## src/design/byte_stream_crc_hash_unit_defines.svh

```systemverilog
// assertion macros for the byte stream crc hash unit
`ifndef BYTE_STREAM_CRC_HASH_UNIT_DEFINES_SVH
`define BYTE_STREAM_CRC_HASH_UNIT_DEFINES_SVH

// same-cycle implication, checked at every rising clock edge out of reset
`define BSCH_ASSERT_NOW(label, ante, cons, msg) \
   label: assert property (@(posedge clock) disable iff (reset) (ante) |-> (cons)) \
      else $error(msg);

// next-cycle implication, checked at every rising clock edge out of reset
`define BSCH_ASSERT_NEXT(label, ante, cons, msg) \
   label: assert property (@(posedge clock) disable iff (reset) (ante) |=> (cons)) \
      else $error(msg);

`endif

```

## src/design/bsch_pkg.sv

```systemverilog
package bsch_pkg;

   localparam int unsigned ByteWidth = 8;
   localparam int unsigned PolyWidth = 24;
   localparam int unsigned AccWidth  = 32;

   localparam logic [PolyWidth-1:0] PolyReset = 24'h864CFB;

   // one byte held in the input register
   typedef struct packed {
      logic                 valid;
      logic                 last;
      logic [ByteWidth-1:0] data;
   } stage_type;

   // carry-less product of an 8-bit index and the 24-bit polynomial (31 bits max)
   function automatic logic [AccWidth-1:0] clmul_entry(
      input logic [ByteWidth-1:0] idx,
      input logic [PolyWidth-1:0] poly
   );
      logic [AccWidth-1:0] prod;
      prod = '0;
      for (int b = 0; b < ByteWidth; b++) begin
         if (idx[b]) begin
            prod = prod ^ ({{(AccWidth-PolyWidth){1'b0}}, poly} << b);
         end
      end
      return prod;
   endfunction

endpackage

```

## src/design/byte_stream_crc_hash_unit.sv

```systemverilog
// Byte stream CRC hash: MSB-first, table-driven 32-bit hash of a byte message.
// Input channel (req_valid / req_stall): one message byte per transfer, with
// req_last_byte marking the final byte. Every message has at least one byte.
// Result channel (rsp_valid / rsp_stall): one 32-bit hash per message, sent
// after its last byte; bytes that are not last produce nothing.
// Configuration: csr_write_enable loads csr_write_data as the 24-bit
// polynomial; write it only while no message is in flight.
// Path: a last byte moves from the input register into the result register,
// which drives rsp_valid. Throughput: one byte per cycle while no last byte
// is held back by a busy result register; the accumulator is updated from
// the input register once for each byte that moves on.
// Reset clears the accumulator and both registers' valid bits and sets the
// polynomial to 0x864CFB.
// While the receiver stalls, the held result stays put; bytes that are not
// last keep flowing, and a last byte waits in the input register, which
// raises req_stall until the result register frees up.
`include "byte_stream_crc_hash_unit_defines.svh"

module byte_stream_crc_hash_unit (
   input  logic        clock,
   input  logic        reset,
   input  logic        req_valid,
   output logic        req_stall,
   input  logic [7:0]  req_data_byte,
   input  logic        req_last_byte,
   output logic        rsp_valid,
   input  logic        rsp_stall,
   output logic [31:0] rsp_hash_value,
   input  logic        csr_write_enable,
   input  logic [23:0] csr_write_data
);
   import bsch_pkg::*;

   stage_type            stage;
   logic                 advance;
   logic                 rsp_ready;
   logic [AccWidth-1:0]  hash_next;
   logic [PolyWidth-1:0] poly_ff;

   // polynomial register
   always_ff @(posedge clock) begin
      if (reset) begin
         poly_ff <= PolyReset;
      end else if (csr_write_enable) begin
         poly_ff <= csr_write_data;
      end
   end

   // a held byte moves on unless it is last and the result slot is busy
   assign advance = stage.valid && (!stage.last || rsp_ready);

   bsch_in_stage u_in_stage (
      .clock         (clock),
      .reset         (reset),
      .req_valid     (req_valid),
      .req_stall     (req_stall),
      .req_data_byte (req_data_byte),
      .req_last_byte (req_last_byte),
      .advance       (advance),
      .stage         (stage)
   );

   bsch_update u_update (
      .clock     (clock),
      .reset     (reset),
      .stage     (stage),
      .advance   (advance),
      .poly      (poly_ff),
      .hash_next (hash_next)
   );

   bsch_rsp_buf u_rsp_buf (
      .clock          (clock),
      .reset          (reset),
      .load           (advance && stage.last),
      .hash_in        (hash_next),
      .ready          (rsp_ready),
      .rsp_valid      (rsp_valid),
      .rsp_stall      (rsp_stall),
      .rsp_hash_value (rsp_hash_value)
   );

   // checks
   `BSCH_ASSERT_NEXT(a_last_gives_rsp, advance && stage.last, rsp_valid, "last byte gave no result")
   `BSCH_ASSERT_NEXT(a_rsp_value, advance && stage.last, rsp_hash_value == $past(hash_next), "result does not match accumulator")
   `BSCH_ASSERT_NOW(a_stall_when_held, req_stall, stage.valid && stage.last && !rsp_ready, "input stalled without a blocked last byte")
   `BSCH_ASSERT_NEXT(a_no_extra_rsp, rsp_valid && !rsp_stall && !(advance && stage.last), !rsp_valid, "result appeared without a last byte")

endmodule

```

## src/design/bsch_in_stage.sv

```systemverilog
module bsch_in_stage (
   input  logic                       clock,
   input  logic                       reset,
   input  logic                       req_valid,
   output logic                       req_stall,
   input  logic [7:0]                 req_data_byte,
   input  logic                       req_last_byte,
   input  logic                       advance,
   output bsch_pkg::stage_type        stage
);
   import bsch_pkg::*;

   logic                 valid_ff;
   logic                 valid_in;
   logic                 last_ff;
   logic [ByteWidth-1:0] data_ff;
   logic                 load;

   // the register frees up when empty or when its byte moves on this cycle
   assign load      = !valid_ff || advance;
   assign req_stall = !load;

   always_comb begin
      valid_in = valid_ff;
      if (req_valid && load) begin
         valid_in = 1'b1;
      end else if (advance) begin
         valid_in = 1'b0;
      end
   end

   // control bit
   always_ff @(posedge clock) begin
      if (reset) begin
         valid_ff <= 1'b0;
      end else begin
         valid_ff <= valid_in;
      end
   end

   // payload capture on an input transfer
   always_ff @(posedge clock) begin
      if (req_valid && load) begin
         last_ff <= req_last_byte;
         data_ff <= req_data_byte;
      end
   end

   assign stage.valid = valid_ff;
   assign stage.last  = last_ff;
   assign stage.data  = data_ff;

endmodule

```

## src/design/bsch_update.sv

```systemverilog
module bsch_update (
   input  logic                  clock,
   input  logic                  reset,
   input  bsch_pkg::stage_type   stage,
   input  logic                  advance,
   input  logic [23:0]           poly,
   output logic [31:0]           hash_next
);
   import bsch_pkg::*;

   logic [AccWidth-1:0]  acc_ff;
   logic [AccWidth-1:0]  acc_in;
   logic [ByteWidth-1:0] idx;

   // top accumulator byte folded with the data byte picks the table entry
   assign idx       = acc_ff[AccWidth-1 -: ByteWidth] ^ stage.data;
   assign hash_next = {acc_ff[AccWidth-ByteWidth-1:0], {ByteWidth{1'b0}}}
                      ^ clmul_entry(idx, poly);

   // accumulator restarts after the last byte of a message
   always_comb begin
      acc_in = acc_ff;
      if (advance) begin
         acc_in = stage.last ? '0 : hash_next;
      end
   end

   always_ff @(posedge clock) begin
      if (reset) begin
         acc_ff <= '0;
      end else begin
         acc_ff <= acc_in;
      end
   end

endmodule

```

## src/design/bsch_rsp_buf.sv

```systemverilog
module bsch_rsp_buf (
   input  logic        clock,
   input  logic        reset,
   input  logic        load,
   input  logic [31:0] hash_in,
   output logic        ready,
   output logic        rsp_valid,
   input  logic        rsp_stall,
   output logic [31:0] rsp_hash_value
);
   import bsch_pkg::*;

   logic                valid_ff;
   logic                valid_in;
   logic [AccWidth-1:0] hash_ff;

   // room for a new result when empty or when the held one transfers now
   assign ready = !valid_ff || !rsp_stall;

   always_comb begin
      valid_in = valid_ff;
      if (load) begin
         valid_in = 1'b1;
      end else if (!rsp_stall) begin
         valid_in = 1'b0;
      end
   end

   always_ff @(posedge clock) begin
      if (reset) begin
         valid_ff <= 1'b0;
      end else begin
         valid_ff <= valid_in;
      end
   end

   // result payload
   always_ff @(posedge clock) begin
      if (load) begin
         hash_ff <= hash_in;
      end
   end

   assign rsp_valid      = valid_ff;
   assign rsp_hash_value = hash_ff;

endmodule
```

## config.mk

```make
export PLATFORM = sky130hd
export DESIGN_NAME = byte_stream_crc_hash_unit
export DESIGN_NICKNAME = d
export VERILOG_FILES = /design/src/design/bsch_pkg.sv /design/src/design/byte_stream_crc_hash_unit.sv /design/src/design/bsch_in_stage.sv /design/src/design/bsch_update.sv /design/src/design/bsch_rsp_buf.sv
export VERILOG_INCLUDE_DIRS = /design/src /design/src/design
export SDC_FILE = /design/constraint.sdc
export NUM_CORES = 1
export LEC_CHECK = 0
export BUFFER_PORTS_ARGS = -buffer_cell sky130_fd_sc_hd__buf_2
export CAP_MARGIN = 10
export CORE_MARGIN = 2
export CORE_UTILIZATION = 50
export CTS_CLUSTER_DIAMETER = 100
export DETAILED_ROUTE_END_ITERATION = 7
export PLACE_DENSITY = 0.75
export SETUP_SLACK_MARGIN = 0.2
export SLEW_MARGIN = 30
export SYNTH_ARGS = -nofsm -noshare
export SYNTH_HDL_FRONTEND = slang
export SYNTH_SLANG_ARGS = --single-unit
export TNS_END_PERCENT = 20
```

## constraint.sdc

```tcl
create_clock -name clock -period 6.9 [get_ports clock]
set_clock_uncertainty 0.1 [all_clocks]
set_input_delay 0.69 -clock clock [delete_from_list [all_inputs] [get_ports clock]]
set_output_delay 0.69 -clock clock [all_outputs]
set_load 0.1 [all_outputs]
```

# After elaboration in Yosys (flattened, before gate mapping)
# Cells that the tools add are included.
# word_totals
regBits	99
out_inout_bits	34
inputBits	38
# op_classes
eq_ne	1
bitwise_logic	9
muxes	13
n_reduce_logical	12
# ops
operator	n
$mux 32	8
$xor 32x25->32	1
$xor 32x26->32	1
$xor 32x27->32	1
$xor 32x28->32	1
$xor 32x29->32	1
$xor 32x30->32	1
$xor 32x31->32	1
$xor 32x32->32	1
$mux 24	1
$xor 8x8->8	1
$logic_not 1->1	5
$mux 1	4
$logic_and 1x1->1	3
$logic_or 1x1->1	3
$ne 2x1->1 const B	1
$reduce_bool 2->1	1

# Logic depth before layout (Yosys ltp)
# depth
ltp_word	18
mapped_depth	7
ltp_nobuf	6

# Modules after synthesis
# Synthesis repeated with hierarchy kept, for this count alone.
# hier_totals
cells_unflattened	632
hier_area_um2	6172.2
# by_module_without_submodules
mod	cells_per_inst	seq_area_each_um2	n_inst	area_each_um2
bsch_update	500	640.6	1	3920.0
bsch_rsp_buf	36	980.9	1	993.5
byte_stream_crc_hash_unit	81	480.5	1	923.4
bsch_in_stage	15	290.3	1	335.3

# Worst setup path after synthesis
# Ideal clock, no wire load.
# synth_timing
kind	flip-flop to flip-flop
start	register u_rsp_buf.valid_ff (netlist: u_rsp_buf.rsp_valid)
end	register u_in_stage.data_ff[0] (enable)
path_slack_ps	3501
path_stages_with_launch	4
t_arrival_ps	2906
cell_sequence	dfxtp_1 nand2_1 nor2_1 nor2b_1
# synth_via
elab_chain_cells	6
# synth_lines
item	line	source
start, declared	bsch_rsp_buf.sv:13	logic valid_ff;
start signal, assigned	bsch_rsp_buf.sv:33	valid_ff <= valid_in;
$logic_not 1->1	bsch_rsp_buf.sv:18	assign ready = !valid_ff || !rsp_stall;
$logic_or 1x1->1	bsch_rsp_buf.sv:18	
$logic_or 1x1->1	byte_stream_crc_hash_unit.sv:50	assign advance = stage.valid && (!stage.last || rsp_ready);
$logic_and 1x1->1	byte_stream_crc_hash_unit.sv:50	
$logic_or 1x1->1	bsch_in_stage.sv:20	assign load = !valid_ff || advance;
$logic_and 1x1->1	bsch_in_stage.sv:43	if (req_valid && load) begin
end signal, assigned	bsch_in_stage.sv:45	data_ff <= req_data_byte;
end, declared	bsch_in_stage.sv:16	logic [ByteWidth-1:0] data_ff;
# Every way passes these cells.
# A chain may end at the register's enable or synchronous reset.

# Worst setup path in the final report
# layout_timing
start	register u_in_stage.data_ff[4]
end	register u_rsp_buf.hash_ff[7] (netlist: u_rsp_buf.rsp_hash_value[7]), data pin
# layout_via
elab_chain_cells	9
# layout_lines
item	line	source
$xor 8x8->8 *	bsch_update.sv:16	assign idx = acc_ff[AccWidth-1 -: ByteWidth] ^ stage.data;
$mux 32 *	bsch_pkg.sv:24	if (idx[b]) begin
$xor 32x29->32	bsch_pkg.sv:25	prod = prod ^ ({{(AccWidth-PolyWidth){1'b0}}, poly} << b);
$mux 32 *	bsch_pkg.sv:24	
$xor 32x30->32	bsch_pkg.sv:25	
$mux 32 *	bsch_pkg.sv:24	
$xor 32x31->32	bsch_pkg.sv:25	
$mux 32 *	bsch_pkg.sv:24	
$xor 32x32->32 *	bsch_update.sv:18	^ clmul_entry(idx, poly);
named net hash_next[7]	byte_stream_crc_hash_unit.sv:37	logic [AccWidth-1:0] hash_next;
end signal, assigned	bsch_rsp_buf.sv:40	hash_ff <= hash_in;
end, declared	bsch_rsp_buf.sv:15	logic [AccWidth-1:0] hash_ff;
# The timed path passes the listed nets; every way through them passes the cells marked *.

==> run metrics <==
synth cell count leaders xnor2_1, nand2_1, nor2_1, dfxtp_1, edfxtp_1; I/O pin count 72; Mapped Cells 634; share of the yosys chip area belonging to registers 38.99%; total gr overflow 0; startpoint types flop; yosys warns 0; Slew @ Worst Pin 0.9144 ns; layout cells sized above 1 18.13%; leading area contributor after synthesis edfxtp_1; setup violators final 0; status finished clean; Cell Pwr Density 281.1 mW/mm^2; Final min period 2.710 ns; port bufs 71; initial drt markers 523; Flop pwr share 37.5%; Net Sw Frac 35.50%; CP required 6.90 ns; CTS Sinks 99; drt drc 0; routability cong. 0.9319; total routed wirelength 16,330 um; fin cells 842; NetSw 687.9 uW; Final Power 1.938 mW; Max transition margin 38.99%; fin. max-slew vios 0; Post-Syn Area 0.006136 mm^2; Max FO, Critical Path 14; Pint 1.250 mW; data arrival time of the worst path 2.71 ns; Detailed Routing Iterations Pass 1 5; Post-synth EDFFs 41; Antenna Nets Post-Route 0; # hold bufs at CTS 0; first-pass GRT wire length 25,920 um; cells taking the most area after synthesis edfxtp_1, dfxtp_1, xnor2_1; Worst Setup End Kind flop; detailed-route via count 4,910; Inserted Diodes 0; Main synth FF type dfxtp_1; GRT Total Usage 25.76%; post-CTS sizing 0; Setup TNS 0 ns; part of the power in combinational logic 35.4%; Final Util 57.40%; TritonCTS clock tree built; Max Cap Viol 0; flops & latches, synth 99; die width 114.8 um; largest net degree at the start of global routing 35; setup slack after layout 4.190 ns; Layout Nets 728; Area Growth Syn to Fin 12.36%; Clock Latency Late Sink 0.36 ns; HP Class flop to flop; DP HPWL 11,180 um; Placement Cell Area 0.006569 mm^2; DP Worst Slack 4.201 ns; core box area 0.01201 mm^2; Num CTS Buffers 9; Max Buffers Root-to-Sink 2; placed insts 826; Yosys top cell area share 20.07%; Fin. Hold Viols 0; Syn Area/Cell 9.678 um^2; Clk network pwr share 27.2%; die area 0.01317 mm^2; FP Rows 40; RSZ-0062 raised after global routing no; die height 114.8 um; WL per Instance 19.39 um; Netlist cell types 34; period utilisation layout 39.27%; H-tree depth 3; antenna violations before repair 0; ys async rst share 0%; Hold WS 0.3937 ns; vias in the first global route 4,828; maximum vdd drop 0.1409 mV; vias per std cell 5.831; post-route cell area 0.006894 mm^2; Post-CTS Setup Bufs 0; Fmax 0.3690 GHz; Lkg Pwr 2.921 nW; cell with the most instances after synthesis xnor2_1; Initial Util 51.08%; clk slew on worst S/H paths 0.07 ns; CTS root buf clkbuf_16; syn nets 672; Setup CP Type flop to flop
worst max-delay path, stage by stage, from the launching register on:
cell      delay, ns
edfxtp_1       0.45
xor2_2         0.74
o211ai_1       0.23
a211oi_1       0.53
a211oi_2       0.10
or2_2          0.31
worst paths after layout:
check	cells after the start	slack, ns	startpoint	to
max	5	4.19	u_in_stage.data_ff[4]	u_rsp_buf.rsp_hash_value[7]
min	2	0.39	u_update.acc_ff[0]	u_update.acc_ff[0]
max reg2reg	5	4.19	u_in_stage.data_ff[4]	u_rsp_buf.rsp_hash_value[7]
min reg2reg	2	0.39	u_update.acc_ff[0]	u_update.acc_ff[0]
flip-flops by register name, summed over array words and instances, names as in the netlist:
register / flops
poly_ff: 24
u_update.acc_ff: 32
u_rsp_buf.rsp_hash_value: 32
u_in_stage.valid_ff: 1
u_in_stage.last_ff: 1
u_rsp_buf.rsp_valid: 1
u_in_stage.data_ff: 8
power groups by stage:
stage | clock (mW) | sequential [mW] | combinational, mW
after global placement | 0 | 0.736 | 0.658
final | 0.526 | 0.726 | 0.685
after floorplan | 0 | 0.836 | 0.443
after detailed placement | 0 | 0.736 | 0.673
after CTS | 0.530 | 0.724 | 0.677
after global routing | 0.554 | 0.730 | 0.723
metal layers:
| layer | share of wire (%) | track usage [%] | vias to the layer above |
|---|---|---|---|
| li1 | - | - | 2199 |
| met1 | 40 | 34.34 | 2366 |
| met2 | 46 | 40.32 | 286 |
| met4 | 4.1 | 13.01 | 0 |
| met3 | 10 | 5.061 | 59 |
| met5 | 0 | 0 | - |
logic make-up after synthesis:
group | synth area share, %
buf+inv | 4.160
flops | 38.99
compound gates | 9.217
simple gates | 14.76
xor+xnor | 30.59
mux | 2.284
final cells by class:
class / count / area, um^2
inverter: 17 / 63.81
sequential: 99 / 2392
clock inverter: 7 / 78.83
tap: 147 / 183.9
timing repair buffer: 81 / 430.4
clock buffer: 9 / 225.2
multi-input combinational: 482 / 3520
fill: 1017 / 5117
cells in the final DEF (no fill, tap or decap), types with 9 or more instances in the layout:
master and n:
a211oi_1 9, a22o_1 16, a22oi_1 12, buf_2 71, buf_4 10, clkbuf_16 9
dfxtp_1 58, edfxtp_1 41, inv_1 15, mux2i_1 14, nand2_1 113, nor2_1 105
o211ai_1 20, xnor2_1 113, xnor2_2 13, xnor3_1 24
Power figures use the tool's default switching activity.
